### config.mk
export PLATFORM = sky130hd
export DESIGN_NAME = crsp_axis
export DESIGN_NICKNAME = d
export VERILOG_FILES = /design/src/design/crsp_pkg.sv /design/src/design/crsp_axis.sv
export SDC_FILE = /design/constraint.sdc
export NUM_CORES = 2
export LEC_CHECK = 0
export ABC_CLOCK_PERIOD_IN_PS = 10750
export CAP_MARGIN = 20
export CORE_UTILIZATION = 49
export CTS_CLUSTER_DIAMETER = 30
export DETAILED_ROUTE_END_ITERATION = 6
export DONT_BUFFER_PORTS = 1
export GPL_TIMING_DRIVEN = 0
export SLEW_MARGIN = 20
export SYNTH_ARGS = -nofsm -noshare
export SYNTH_HDL_FRONTEND = slang
export SYNTH_SLANG_ARGS = --single-unit
### constraint.sdc
create_clock -name clock -period 10.75 [get_ports clock]
set_clock_uncertainty 0.2 [all_clocks]
set_input_delay 0.5375 -clock clock [delete_from_list [all_inputs] [get_ports clock]]
set_output_delay 0.5375 -clock clock [all_outputs]
set_load 0.05 [all_outputs]
### src/design/crsp_pkg.sv
// Shared types and constants for the Catmull-Rom spline position block.
// No dependencies.
`timescale 1ns / 1ps
package crsp_pkg;

   localparam logic REQ_WRITE = 1'b0;
   localparam logic REQ_EVAL  = 1'b1;

   localparam int CSR_POINT_COUNT = 0;
   localparam int CSR_LOOP_MODE   = 1;

   // sequencer states, one-hot
   typedef enum logic [7:0] {
      ST_IDLE  = 8'b0000_0001,
      ST_SEG   = 8'b0000_0010,
      ST_READ  = 8'b0000_0100,
      ST_COEF  = 8'b0000_1000,
      ST_H1    = 8'b0001_0000,
      ST_H2    = 8'b0010_0000,
      ST_H3    = 8'b0100_0000,
      ST_OUT   = 8'b1000_0000
   } state_type;

endpackage

### src/design/crsp_axis.sv
// One axis of the Horner evaluation: coefficient build and three
// multiply-accumulate steps, one step per cycle. Depends on crsp_pkg.
`timescale 1ns / 1ps
module crsp_axis
   import crsp_pkg::*;
#(
   parameter int COORD_BITS = 32,
   parameter int PARAM_FRAC_BITS = 16
) (
   input  logic                        clock,
   input  state_type                   state,
   input  logic                        tap_valid,
   input  logic [1:0]                  tap_index,
   input  logic signed [COORD_BITS-1:0] tap_data,
   input  logic [PARAM_FRAC_BITS:0]    u,
   output logic signed [COORD_BITS-1:0] result
);
   localparam int HB = COORD_BITS + 6;
   localparam int PB = HB + PARAM_FRAC_BITS + 2;

   logic signed [COORD_BITS-1:0] p_ff [4];
   logic signed [HB-1:0] a_ff, b_ff, c_ff, d_ff, h_ff;
   logic signed [HB-1:0] h_in;
   logic signed [PB-1:0] prod;
   logic signed [HB-1:0] addend;
   logic signed [HB-1:0] p0, p1, p2, p3, half;
   logic signed [HB-1:0] hi, lo;

   assign p0 = HB'(p_ff[0]);
   assign p1 = HB'(p_ff[1]);
   assign p2 = HB'(p_ff[2]);
   assign p3 = HB'(p_ff[3]);

   // one Horner step: floor(h*u / 2^F) + next coefficient
   assign prod = PB'(h_ff) * $signed({1'b0, u});
   always_comb begin
      case (state)
         ST_H1:   addend = b_ff;
         ST_H2:   addend = c_ff;
         default: addend = d_ff;
      endcase
      h_in = HB'(prod >>> PARAM_FRAC_BITS) + addend;
   end

   always_ff @(posedge clock) begin
      if (tap_valid) p_ff[tap_index] <= tap_data;
      if (state == ST_COEF) begin
         a_ff <= -p0 + 3 * p1 - 3 * p2 + p3;
         b_ff <= 2 * p0 - 5 * p1 + 4 * p2 - p3;
         c_ff <= p2 - p0;
         d_ff <= 2 * p1;
         h_ff <= -p0 + 3 * p1 - 3 * p2 + p3;
      end else if (state == ST_H1 || state == ST_H2 || state == ST_H3) begin
         h_ff <= h_in;
      end
   end

   // halve and saturate
   assign half = h_ff >>> 1;
   assign hi = HB'({1'b0, {(COORD_BITS-1){1'b1}}});
   assign lo = -hi - HB'(1);
   always_comb begin
      if (half > hi)      result = hi[COORD_BITS-1:0];
      else if (half < lo) result = lo[COORD_BITS-1:0];
      else                result = half[COORD_BITS-1:0];
   end
endmodule

==> impl_metrics.env <==
export IMPL_cts_max_path_buffers=3
export IMPL_fill_cells=8368
export IMPL_start_util_pct=49.70
export IMPL_dp_hpwl_um=99250
export IMPL_async_reset_ff_share_pct=0
export IMPL_yosys_area_top_type="fa_1"
export IMPL_post_drt_wl_per_cell_um=19.95
export IMPL_grt_overflow=0
export IMPL_syn_to_final_growth_pct=7.656
export IMPL_avgSynthCellArea_um2=9.761
export IMPL_slowest_stage="edfxtp_1"
export IMPL_grt_max_degree=59
export IMPL_cts_tree="built"
export IMPL_grt_use_total_pct=26.44
export IMPL_hold_violations=0
export IMPL_slew_violations=0
export IMPL_finalCriticalPeriod_ps=10290
export IMPL_worstSetupPathDepth=34
export IMPL_yosys_area_top_type_share_pct=36.83
export IMPL_rows=110
export IMPL_cap_violations=0
export IMPL_drt_total_wl_um=117800
export IMPL_synth_cell_type_count=80
export IMPL_synth_area_top_cells="fa_1, edfxtp_1, ha_1"
export IMPL_fin_setup_tns_ps=0
export IMPL_finalNonFillerCells=5906
export IMPL_worstMarginPinSlew_ps=1160
export IMPL_clock_root_buffer="clkbuf_16"
export IMPL_r2r_cells=34
export IMPL_synth_main_ff_cell="edfxtp_1"
export IMPL_min_period_over_period_pct=95.69
export IMPL_core_mm2=0.09056
export IMPL_final_cell_mix="inv_1, fa_1, nand2_1, ha_1, edfxtp_1"
export IMPL_required_ps=10820
export IMPL_grt_pass1_wl_um=189100
export IMPL_crit_fanout=10
export IMPL_mostFrequentLayoutCell="inv_1"
export IMPL_drc=0
export IMPL_holdWs_ps=40.20
export IMPL_cpLargestDelayFamily="adder cells"
export IMPL_cp_arrival_ps=10350
export IMPL_cts_buffers=41
export IMPL_rsz0062_at_grt="false"
export IMPL_vias=31070
export IMPL_grt_pass1_vias=33110
export IMPL_io_pin_count=93
export IMPL_timing_fmax_mhz=97.22
export IMPL_syn_area_mm2=0.04501
export IMPL_cp_common_cell="fa_1"
export IMPL_gp_congestion=0.9379
export IMPL_crit_type="flop to flop"
export IMPL_drtIter0Drc=2255
export IMPL_fp_dieArea_mm2=0.09307
export IMPL_ant_nets=0
export IMPL_synth_seq_cells=269
export IMPL_synth_edf_count=269
export IMPL_seqCellArea_mm2=0.008078
export IMPL_status="finished, final reports clean"
export IMPL_insertion_delay_ps=560
export IMPL_synth_fp_nets=5904
export IMPL_final_nets=5991
export IMPL_synth_warning_count=0
export IMPL_cp_start_kind="flop"
export IMPL_port_buffers=0
export IMPL_yosysSeqAreaShare_pct=17.95
export IMPL_htreeDepth=2
export IMPL_die_w_um=305.1
export IMPL_hold_class="primary input to flop"
export IMPL_max_stage_delay_ps=580
export IMPL_dp_cells=5797
export IMPL_whs_path_depth=1
export IMPL_cts_sinks=269
export IMPL_cts_clk_slew_worst_paths_ps=50
export IMPL_path_buf_inv=6
export IMPL_drive_above_1_share_pct=2.982
export IMPL_relSlewSlack_pct=22.49
export IMPL_netlist_instances=4611
export IMPL_antenna_found_initial=1
export IMPL_via_per_inst=5.260
export IMPL_drt_pass1_iterations=6
export IMPL_end_kind="flop"
export IMPL_multiInputGateArea_mm2=0.03218
export IMPL_setup_viol=0
export IMPL_die_y_um=305.1
## path summary, 6_finish.rpt
check             slack [ps]         start          to
setup / recovery         460       h_ff[4]    h_ff[34]
hold / removal            40  tap_index[0]  p_ff[0][1]
setup reg to reg         460       h_ff[4]    h_ff[34]
hold reg to reg          430    p_ff[3][0]     b_ff[0]
## per-stage QoR
stage                     setup WS [ps]  utilization (%)  area [um^2]
after CTS                         64.18            53.42        48370
after detailed placement         -596.7            51.56        46690
after floorplan                    1615                -        45010
final                             463.7            53.51        48460
after global placement           -636.2            51.32        46480
after global routing              1.672            53.50        48450
## Yosys cell counts (12+ instances only)
cell / n
a21o_1: 85
o21ai_0: 79
o31ai_1: 12
xor2_1: 61
nand3_1: 28
ha_1: 404
fa_1: 828
and2_1: 251
edfxtp_1: 269
nor3_1: 35
nor2b_1: 19
a31oi_1: 19
nor2_1: 107
xnor2_1: 113
inv_1: 1115
o21bai_1: 17
nand4_1: 15
a211oi_1: 14
clkbuf_1: 157
a21oi_1: 142
nand2_1: 545
o211ai_1: 12
nand2b_1: 35
and3_1: 14
o21ai_1: 16
o21a_1: 57
a22oi_1: 32
## metal layers
layer	track usage (%)	part of all wire [%]
met4	7.999	3.0
met5	0	0
met2	42.22	46
met1	37.28	45
met3	3.936	6.5
## state kept, by name (all words and copies together) (netlist names)
register,count
b_ff,38
c_ff,33
d_ff,32
h_ff,38
p_ff,128
## timing repair
action	in CTS	in global routing
endpoints found under the setup margin	11	11
gates resized for setup	2	38
buffers inserted	0	11
hold buffers	32	0
endpoints found under the hold margin	128	0
## area by class of cell
class                           instances  share of cell area (%)
Clock inverter                         30                  0.6326
Inverter                             1115                   8.637
Sequential cell                       269                   16.67
Timing Repair Buffer                   53                   1.188
Clock buffer                           44                   2.185
Tap cell                             1176                   3.037
Buffer                                151                   1.229
Antenna cell                            1                0.005164
Multi-Input combinational cell       3067                   66.42
## kinds of logic (layout without fill, tap and decap cells)
kind of cell               count (synthesis)  after routing  synth area share (%)
buffers and inverters                   1275           1393                 10.64
DFF                                      269            269                 17.95
AOI/OAI and AO/OA                        562            562                 8.309
muxes                                      6              6                0.1362
xor gates and xnor gates                 174            174                 3.386
adders and majority gates               1232           1232                 48.06
and+or+nand+nor                         1093           1093                 11.53
other                                      0              1                     0
Power is left out: the tool's default activity adds up to more than one toggle a clock period on the data nets, which glitch-free logic cannot reach.
